## src/rtl/ecd_pkg.sv

```systemverilog
// Shared types, constants and calendar helper functions for the epoch to date converter.
package ecd_pkg;

	localparam int unsigned EcdAluWidth = 32;

	localparam logic [31:0] ECD_SEC_PER_MIN         = 32'd60;
	localparam logic [31:0] ECD_SEC_PER_HOUR        = 32'd3600;
	localparam logic [31:0] ECD_SEC_PER_DAY         = 32'd86400;
	localparam logic [31:0] ECD_SEC_PER_MONTH_28    = 32'd2419200;
	localparam logic [31:0] ECD_SEC_PER_MONTH_29    = 32'd2505600;
	localparam logic [31:0] ECD_SEC_PER_MONTH_30    = 32'd2592000;
	localparam logic [31:0] ECD_SEC_PER_MONTH_31    = 32'd2678400;
	localparam logic [31:0] ECD_SEC_PER_COMMON_YEAR = 32'd31536000;
	localparam logic [31:0] ECD_SEC_PER_LEAP_YEAR   = 32'd31622400;
	localparam logic [11:0] ECD_EPOCH_YEAR   = 12'd1970;
	// The only century year in the reachable range (1970..2106) that is not a leap year.
	localparam logic [11:0] ECD_SKIP_CENTURY = 12'd2100;
	localparam logic [3:0]  ECD_LAST_MONTH   = 4'd11;

	typedef struct packed {
		logic [31:0] epoch_seconds;
		logic [19:0] microseconds;
	} ecd_in_t;

	typedef struct packed {
		logic [11:0] year;
		logic [3:0]  month_index;
		logic [4:0]  day_of_month;
		logic [4:0]  hour;
		logic [5:0]  minute;
		logic [5:0]  second;
		logic [19:0] microseconds_out;
	} ecd_out_t;

	// Gregorian rule reduced to the years this block can reach.
	function automatic logic ecd_is_leap(input logic [11:0] year);
		ecd_is_leap = (year[1:0] == 2'b00) && (year != ECD_SKIP_CENTURY);
	endfunction

	// Length of a month in seconds.
	function automatic logic [31:0] ecd_month_secs(input logic leap, input logic [3:0] month);
		unique case (month)
			4'd1:                      ecd_month_secs = leap ? ECD_SEC_PER_MONTH_29
			                                                 : ECD_SEC_PER_MONTH_28;
			4'd3, 4'd5, 4'd8, 4'd10:   ecd_month_secs = ECD_SEC_PER_MONTH_30;
			default:                   ecd_month_secs = ECD_SEC_PER_MONTH_31;
		endcase
	endfunction

endpackage

```

## src/rtl/epoch_seconds_to_calendar_date_unit.sv

```systemverilog
// Top level: converts seconds since 1970-01-01 UTC into calendar date and time of day.
// Busy stays high from the accepting edge until the minute walk ends. The result strobe is
// registered from the core's done flag, which rises as busy falls, through the output valid
// register. The next transaction may be accepted at the first edge with busy low. Reset
// clears sequencer and strobe.
module epoch_seconds_to_calendar_date_unit (
	input  logic              clk,
	input  logic              arst_n,
	input  logic              start,
	input  ecd_pkg::ecd_in_t  item,
	output logic              busy,
	output logic              result_valid,
	output ecd_pkg::ecd_out_t result
);

	logic              core_busy;
	logic              core_done;
	ecd_pkg::ecd_out_t core_result;
	logic              valid_q;
	ecd_pkg::ecd_out_t result_q;

	// The core does the whole conversion on one shared subtract and compare unit. Each step
	// tries to take one year, month, day, hour or minute, in seconds, off the count; each walk
	// takes one step per whole span it removes plus one step that finds the span too long.
	ecd_core u_core (
		.clk    (clk),
		.arst_n (arst_n),
		.load   (start && !core_busy),
		.item   (item),
		.busy   (core_busy),
		.done   (core_done),
		.result (core_result)
	);

	// The output register frees the core as soon as its last step completes, so the next
	// transaction can begin while this result is on the ports.
	always_ff @(posedge clk or negedge arst_n) begin
		if (!arst_n) begin
			valid_q <= 1'b0;
		end else begin
			valid_q <= core_done;
		end
	end

	always_ff @(posedge clk) begin
		if (core_done) begin
			result_q <= core_result;
		end
	end

	assign busy         = core_busy;
	assign result_valid = valid_q;
	assign result       = result_q;

endmodule

```

## src/rtl/ecd_alu.sv

```systemverilog
// Shared subtract and compare unit used by every step of the converter.
module ecd_alu (
	input  logic [ecd_pkg::EcdAluWidth-1:0] op_a,
	input  logic [ecd_pkg::EcdAluWidth-1:0] op_b,
	output logic [ecd_pkg::EcdAluWidth-1:0] diff,
	output logic                            ge
);

	logic [ecd_pkg::EcdAluWidth:0] wide_diff;

	// The borrow out of the subtraction doubles as the compare result.
	assign wide_diff = {1'b0, op_a} - {1'b0, op_b};
	assign diff      = wide_diff[ecd_pkg::EcdAluWidth-1:0];
	assign ge        = ~wide_diff[ecd_pkg::EcdAluWidth];

endmodule

```

## src/rtl/ecd_core.sv

```systemverilog
// Sequencer that drives the shared unit through the year, month, day, hour and minute walks.
module ecd_core (
	input  logic             clk,
	input  logic             arst_n,
	input  logic             load,
	input  ecd_pkg::ecd_in_t item,
	output logic             busy,
	output logic             done,
	output ecd_pkg::ecd_out_t result
);

	typedef enum logic [2:0] {
		IDLE,
		YEAR_WALK,
		MONTH_WALK,
		DAY_WALK,
		HOUR_WALK,
		MIN_WALK
	} state_t;

	state_t      state_q;
	logic        done_q;
	logic [31:0] rem_q;
	logic [11:0] year_q;
	logic [3:0]  month_q;
	logic [4:0]  day_q;
	logic [4:0]  hour_q;
	logic [5:0]  min_q;
	logic [19:0] usec_q;

	logic [31:0] op_b;
	logic [31:0] diff;
	logic        ge;
	logic        leap;

	ecd_alu u_alu (
		.op_a (rem_q),
		.op_b (op_b),
		.diff (diff),
		.ge   (ge)
	);

	assign leap = ecd_pkg::ecd_is_leap(year_q);

	// Every step tries to take one whole span, in seconds, off what is left of the count.
	always_comb begin
		unique case (state_q)
			YEAR_WALK: begin
				op_b = leap ? ecd_pkg::ECD_SEC_PER_LEAP_YEAR : ecd_pkg::ECD_SEC_PER_COMMON_YEAR;
			end
			MONTH_WALK: begin
				op_b = ecd_pkg::ecd_month_secs(leap, month_q);
			end
			DAY_WALK: begin
				op_b = ecd_pkg::ECD_SEC_PER_DAY;
			end
			HOUR_WALK: begin
				op_b = ecd_pkg::ECD_SEC_PER_HOUR;
			end
			MIN_WALK: begin
				op_b = ecd_pkg::ECD_SEC_PER_MIN;
			end
			default: begin
				op_b = ecd_pkg::ECD_SEC_PER_DAY;
			end
		endcase
	end

	always_ff @(posedge clk or negedge arst_n) begin
		if (!arst_n) begin
			state_q <= IDLE;
			done_q  <= 1'b0;
		end else begin
			done_q <= 1'b0;
			unique case (state_q)
				IDLE: begin
					if (load) begin
						state_q <= YEAR_WALK;
					end
				end
				YEAR_WALK: begin
					if (!ge) begin
						state_q <= MONTH_WALK;
					end
				end
				MONTH_WALK: begin
					if (!ge || (month_q == ecd_pkg::ECD_LAST_MONTH)) begin
						state_q <= DAY_WALK;
					end
				end
				DAY_WALK: begin
					if (!ge) begin
						state_q <= HOUR_WALK;
					end
				end
				HOUR_WALK: begin
					if (!ge) begin
						state_q <= MIN_WALK;
					end
				end
				MIN_WALK: begin
					if (!ge) begin
						state_q <= IDLE;
						done_q  <= 1'b1;
					end
				end
				default: begin
					state_q <= IDLE;
				end
			endcase
		end
	end

	always_ff @(posedge clk) begin
		unique case (state_q)
			IDLE: begin
				if (load) begin
					rem_q   <= item.epoch_seconds;
					usec_q  <= item.microseconds;
					year_q  <= ecd_pkg::ECD_EPOCH_YEAR;
					month_q <= '0;
					day_q   <= '0;
					hour_q  <= '0;
					min_q   <= '0;
				end
			end
			YEAR_WALK: begin
				if (ge) begin
					rem_q  <= diff;
					year_q <= year_q + 12'd1;
				end
			end
			MONTH_WALK: begin
				if (ge && (month_q != ecd_pkg::ECD_LAST_MONTH)) begin
					rem_q   <= diff;
					month_q <= month_q + 4'd1;
				end
			end
			DAY_WALK: begin
				if (ge) begin
					rem_q <= diff;
					day_q <= day_q + 5'd1;
				end
			end
			HOUR_WALK: begin
				if (ge) begin
					rem_q  <= diff;
					hour_q <= hour_q + 5'd1;
				end
			end
			MIN_WALK: begin
				if (ge) begin
					rem_q <= diff;
					min_q <= min_q + 6'd1;
				end
			end
			default: begin
			end
		endcase
	end

	assign busy = (state_q != IDLE);
	assign done = done_q;

	// What is left after the minute walk is the second of the minute.
	always_comb begin
		result.year             = year_q;
		result.month_index      = month_q;
		result.day_of_month     = day_q + 5'd1;
		result.hour             = hour_q;
		result.minute           = min_q;
		result.second           = rem_q[5:0];
		result.microseconds_out = usec_q;
	end

endmodule

```

## config.mk

```make
export PLATFORM = sky130hd
export DESIGN_NAME = epoch_seconds_to_calendar_date_unit
export DESIGN_NICKNAME = d
export VERILOG_FILES = /design/src/rtl/ecd_pkg.sv /design/src/rtl/epoch_seconds_to_calendar_date_unit.sv /design/src/rtl/ecd_alu.sv /design/src/rtl/ecd_core.sv
export SDC_FILE = /design/constraint.sdc
export NUM_CORES = 1
export LEC_CHECK = 0
export BUFFER_PORTS_ARGS = -buffer_cell sky130_fd_sc_hd__buf_4
export CAP_MARGIN = 30
export CORE_AREA = 2 2 144 90
export DETAILED_ROUTE_END_ITERATION = 8
export DIE_AREA = 0 0 146 92
export GPL_TIMING_DRIVEN = 1
export PLACE_DENSITY = 0.8
export REMOVE_ABC_BUFFERS = 1
export SKIP_LAST_GASP = 1
export SLEW_MARGIN = 20
export SYNTH_ARGS = -nofsm -noshare
export SYNTH_HDL_FRONTEND = slang
export SYNTH_SLANG_ARGS = --single-unit
```

## constraint.sdc

```tcl
create_clock -name clk -period 11.3 [get_ports clk]
set_input_delay 0.565 -clock clk [delete_from_list [all_inputs] [get_ports clk]]
set_output_delay 0.565 -clock clk [all_outputs]
set_load 0.02 [all_outputs]
```

==> reports/metrics.cfg, run 1 <==
[floorplanning]
die_area_sq_um=13400
ioPinCount=115
die_y_um=92
rows=32
core_sq_um=12300
start_util_pct=57.9
die_w_um=146

[synthesis]
synthFlopType=edfxtp_1
async_flop_share_pct=3.40
netlist_area_sq_um=7140
synth_top_area_cell=edfxtp_1
synth-seq-cells=147
avgSynthCellArea_sq_um=12.0
yosysWarnings=0
yosysUniqueCellTypes=65
yosysSeqAreaShare_pct=61.5
synth_edf_count=142
synth_top_area_share_pct=59.8
synth_area_leaders=edfxtp_1, ha_1, nand2_1, xor2_1, nor2_1
synthesis.instances=593

[power_and_ir_drop]
leakage_nw=3.38
p_int_w=0.00158
power_w=0.00261
p_comb_share_pct=43.5
ir_drop_mv=0.183
seq_power_share_pct=34.5
p_per_area_nw_per_um2=297
pwr-share-clk_pct=21.9
netSwitchingFraction_pct=39.5
switchingPower_w=0.00103

[layout]
drive_gt1_share_pct=22.7
final_area_sq_um=8780
finish.utilization_pct=71.2
antenna_cells=0
fillers=846
nNetsFinal=801
area_growth_pct=23.0
final_cell_mix=edfxtp_1, buf_4, nand2_1, nor2_1, o21ai_0
final_common_cell=edfxtp_1

[global_routing]
grt_pass1_wl_mm=24.5
first_global_vias=4911
antenna_found_initial=0
grt_overflow=0
grtUsageTotal_pct=23.6
grt_max_degree=60

[place]
place_area_sq_um=8150
place.gp.congestion=0.948
dpl.hpwl_mm=10.8
portBuffers=114

[timing]
slew_headroom_pct=33.2
period_share_pct=41.1
worstMarginPinSlew_ns=1.00
drv_slew=0
setup_viol=0
fin_crit_ns=4.65
hold_viol_final=0
rsz0062_at_grt=no
fin_hold_ws_ns=0.318
fin_skew_ns=0.00831
tns_ns=0
fmax_ghz=0.215

[clocking]
clock_path_buffers=2
cts_root_buf=clkbuf_16
cts.htree.levels=4
post_cts_resized=0
worstSkewPairLatency_ns=0.42
cts_buffers=17
clk_pin_slew_ns=0.07
cts_tree=done
clock-sinks=147

[worst_setup_path]
worst-setup-path-type=register to register
cp_data_required_time_ns=11.37
cp-end-kind=register
critPathArrivalTime_ns=4.72
slowest_stage=dfrtp_1
worstPathMaxFanout=30
critPathLaunchType=register
path_buf_inv=2
crit_family=simple AND/OR/NAND/NOR gates
crit_chain=and2_1 -> clkinv_1 -> nor2_1 -> a21oi_1 -> ha_1 -> and3_1 -> a21boi_4 -> nor2_1 -> a21boi_1 -> o211a_1 -> o21a_2 -> or3_1 -> o211ai_1 -> buf_4
cpMostUsedCell=nor2_1
critPathMaxStageDelay_ns=0.63

[min_path]
min_path_type=input port to register

[flow_run]
max_cap_violations=0

[drt]
viasPerCell=5.73
routed_wl_mm=15.6
wl_per_cell_um=17.3
num_vias=5147
drtIter0Drc=476
drc=0
drt-pass1-iter-count=5
final_antenna_net_count=0

[status]
status=completed

[cells in the mapped netlist (3+ instances only)]
cell type  number
a31oi_1         6
nor3_1          9
dfrtp_1         5
xor2_1         25
nand2b_1        5
o211ai_1        4
o21ai_0        40
and3_1         10
a21o_1          5
o22ai_1         3
nor4_1          4
clkbuf_1       11
nor2_1         54
xnor2_1        18
a21oi_1        30
edfxtp_1      142
a211oi_1        7
nor2b_1         9
nand4_1         5
inv_1          20
nand2_1        66
o21a_1          5
and2_1          5
or3_1           4
ha_1           30
nand3_1        26
[cell families after synthesis]
kind of cell | count (synthesis) | share of synthesized area [%]
and+or+nand+nor | 211 | 14.2
DFF | 147 | 61.5
AOI/OAI and AO/OA | 123 | 10.9
xor gates and xnor gates | 43 | 5.28
buffers and inverters | 37 | 2.40
adders and majority gates | 31 | 5.54
muxes | 1 | 0.140
[power groups by stage]
| stage | combinational, W | sequential, W | clock (W) |
|---|---|---|---|
| after global placement | 0.00105 | 0.000901 | 0 |
| after detailed placement | 0.00110 | 0.000908 | 0 |
| after CTS | 0.00112 | 0.000898 | 0.000579 |
| final | 0.00114 | 0.000901 | 0.000572 |
| after global routing | 0.00126 | 0.000914 | 0.000597 |
| after floorplan | 0.000857 | 0.000883 | 0 |
[layer usage]
metal | track usage, % | wire, um
met1 | 33.2 | 6880
met3 | 6.27 | 1170
met4 | 7.44 | 257
met5 | 0 | 0
met2 | 36.4 | 7260
[repair_timing]
| item | CTS | global route |
|---|---|---|
| setup buffers | 0 | 0 |
| hold buffers | 1 | 0 |
| hold endpoints to repair | 5 | 0 |
[path summary, 6_finish.rpt]
path | from | end | slack (ns) | cells after the start
setup / recovery | u_core.state_q[0] | u_core.rem_q[23] | 6.65 | 14
hold / removal | item[9] | u_core.usec_q[9] | 0.32 | 1
setup reg to reg | u_core.state_q[0] | u_core.rem_q[23] | 6.65 | 14
hold reg to reg | u_core.usec_q[11] | result[11] | 0.42 | 0
max in group asynchronous | arst_n | u_core.done | 10.69 | 2
min in group asynchronous | arst_n | result_valid | 0.48 | 2
[registers in the layout (all words and copies together) (netlist names)]
| signal | flops |
|---|---|
| result | 58 |
| u_core.rem_q | 32 |
| u_core.usec_q | 20 |
| u_core.year_q | 12 |
| u_core.min_q | 6 |
| u_core.day_q | 5 |
| u_core.hour_q | 5 |
| u_core.month_q | 4 |
| u_core.state_q | 3 |
| result_valid | 1 |
| u_core.done | 1 |
[through the flow]
step           worst slack, ns  std cells
2_1_floorplan             6.53        577
3_3_place_gp              6.94        865
3_5_place_dp              6.72        865
4_1_cts                   6.72        898
5_1_grt                   6.35        898
6_report                  6.65        898
[final cells by class]
type | count | area, sq um | share of cell area (%)
clock buffers | 17 | 425 | 4.85
clock inverters | 15 | 190 | 2.17
inverters | 21 | 78.8 | 0.898
multi-input cells | 409 | 2590 | 29.5
flip-flops and latches | 147 | 4390 | 50.0
well taps | 170 | 213 | 2.42
repair buffers | 119 | 896 | 10.2
Note: power is estimated with default switching activity, not from simulation.
==> inputs of run 2 (changes only) <==
--- a/config.mk
+++ b/config.mk
@@ -5,13 +5,14 @@
 export SDC_FILE = /design/constraint.sdc
 export NUM_CORES = 1
 export LEC_CHECK = 0
+export ABC_AREA = 1
 export BUFFER_PORTS_ARGS = -buffer_cell sky130_fd_sc_hd__buf_4
 export CAP_MARGIN = 30
-export CORE_AREA = 2 2 144 90
+export CORE_AREA = 2 2 160 99
 export DETAILED_ROUTE_END_ITERATION = 8
-export DIE_AREA = 0 0 146 92
+export DIE_AREA = 0 0 162 101
 export GPL_TIMING_DRIVEN = 1
-export PLACE_DENSITY = 0.8
+export PLACE_DENSITY = 0.73
 export REMOVE_ABC_BUFFERS = 1
 export SKIP_LAST_GASP = 1
 export SLEW_MARGIN = 20
==> constraint.sdc (replaced) <==
create_clock -name clk -period 4 [get_ports clk]
set_input_delay 0.2 -clock clk [delete_from_list [all_inputs] [get_ports clk]]
set_output_delay 0.2 -clock clk [all_outputs]
set_load 0.02 [all_outputs]
==> reports/metrics.cfg, run 2 <==
[worst_setup_path]
startpoint=u_core.month_q[0]
cp-end-kind=register
crit_chain=ha_1 -> inv_1 -> nor2_1 -> nand2_1 -> nand3_1 -> inv_1 -> nand3_1 -> nand2_1 -> nor2_1 -> ha_1 -> inv_1 -> nor2_2 -> nand3_1 -> nand3_2 -> nand2_1 -> nand2_2 -> nand2_2 -> nand2_8 -> a21oi_1 -> nor3_2 -> buf_12
cp_data_required_time_ns=4.12
crit_family=simple AND/OR/NAND/NOR gates
slowest_stage=edfxtp_1
path_buf_inv=4
worst-setup-path-type=register to register
critPathArrivalTime_ns=3.81
critPathMaxStageDelay_ns=0.48
timing.rr.start=u_core.month_q[0]
critPathLaunchType=register
worstPathMaxFanout=30

[floorplanning]
die_y_um=101
rows=35
start_util_pct=50.7
die_w_um=162
core_sq_um=15000
ioPinCount=115
die_area_sq_um=16400

[clocking]
cts_root_buf=clkbuf_16
clock_path_buffers=2
clk_pin_slew_ns=0.07
clock-sinks=147
cts_tree=done
cts.htree.levels=4
cts_buffers=17
worstSkewPairLatency_ns=0.43

[place]
dp_slack_ns=0.386
portBuffers=114
place.gp.congestion=0.933
dp.cells=1107
dpl.hpwl_mm=13.2

[status]
status=completed

[global_routing]
grtUsageTotal_pct=22.6
grt_overflow=0
antenna_found_initial=0
grt_pass1_wl_mm=28.2
grt_max_degree=40
first_global_vias=5431

[layout]
area_growth_pct=25.8
final_cell_mix=nand2_1, edfxtp_1, buf_4, inv_1, nor2_1
final_common_cell=nand2_1
largest_register_ffs=58
nNetsFinal=1030
final_cell_count_no_fill=1160
antenna_cells=0
drive_gt1_share_pct=21.5

[timing]
fin_hold_ws_ns=0.0360
finalWorstSetupSlack_ns=0.312
rsz0062_at_grt=no
period_share_pct=92.2
fmax_ghz=0.271
slew_headroom_pct=57.2
drv_slew=0
fin_crit_ns=3.69
setup_viol=0
fin_skew_ns=0.00930
worstMarginPinSlew_ns=0.640
tns_ns=0
hold_viol_final=0

[synthesis]
synth_commonest_cells=nand2_1, edfxtp_1, inv_1
yosysUniqueCellTypes=39
yosysSeqAreaShare_pct=57.8
avgSynthCellArea_sq_um=9.61
synthFlopType=edfxtp_1
async_flop_share_pct=3.40
synthesis.instances=791
synth_area_leaders=edfxtp_1, nand2_1, ha_1, inv_1, nor2_1
yosysWarnings=0
synth-seq-cells=147
synth_edf_count=142
netlist_area_sq_um=7600
synth_top_area_cell=edfxtp_1
yosysMostFrequentCell=nand2_1
synth_top_area_share_pct=56.1

[drt]
routed_wl_mm=18.2
viasPerCell=5.26
drtIter0Drc=446
num_vias=6105
final_antenna_net_count=0
drt-pass1-iter-count=5
wl_per_cell_um=15.7
drc=0

[power_and_ir_drop]
leakage_nw=4.09
ir_drop_mv=0.511
p_per_area_nw_per_um2=903
power_w=0.00863

[min_path]
min_path_type=input port to register
hp-start=item[49]

[flow_run]
max_cap_violations=0

[run 2: path summary, 6_finish.rpt]
check	end	slack, ns	cells past startpoint
max in group asynchronous	u_core.done	3.76	2
min in group asynchronous	u_core.done	0.12	2
setup reg to reg	u_core.rem_q[9]	0.31	21
setup / recovery	u_core.rem_q[9]	0.31	21
hold / removal	u_core.rem_q[29]	0.04	3
hold reg to reg	result[16]	0.42	0
[run 2: power by group]
group	leakage (nW)	switching, W	internal (W)	total, W
clock	0.296	0.000761	0.000850	0.00161
combinational	2.39	0.00292	0.00140	0.00432
sequential	1.40	0.000284	0.00241	0.00270
[run 2: area by class of cell]
cell class / instances / area (sq um)
fill: 1231 / 5420
sequential: 147 / 4390
multi-input combinational: 528 / 2770
timing repair buffer: 141 / 1120
clock buffer: 17 / 425
inverter: 109 / 409
tap: 203 / 254
clock inverter: 15 / 181
[run 2: per-stage QoR]
step	instance area (sq um)	util, %
2_1_floorplan	7560	-
3_3_place_gp	8740	58.3
3_5_place_dp	8740	58.3
4_1_cts	9550	63.8
5_1_grt	9560	63.8
6_report	9560	63.8
[run 2: per-layer routing]
metal / global-route usage [%] / share of wire, %
met2: 31.8 / 41
met1: 34.3 / 48
met4: 6.26 / 1.2
met3: 6.01 / 10
met5: 0 / 0
[run 2: kinds of logic (layout without fill, tap and decap cells)]
logic type / Yosys count / in the layout / share of synthesized area, %
AO/OA/AOI/OAI: 98 / 98 / 7.13
XOR/XNOR: 10 / 10 / 1.15
adder cells (fa/ha/maj): 31 / 31 / 5.20
buffers and inverters: 116 / 282 / 5.85
flip-flops: 147 / 147 / 57.8
AND/OR/NAND/NOR: 389 / 389 / 22.9
[run 2: timing repair]
item,4_1_cts,5_1_grt
hold buffers,21,0
endpoints found under the setup margin,0,6
gates resized for setup,0,1
hold endpoints to repair,25,0
setup buffers,0,0
[run 2: worst min-delay path, delay by kind of cell]
family / cells / cell delay [ns]
buf+inv: 1 / 0.08
simple gates: 2 / 0.09
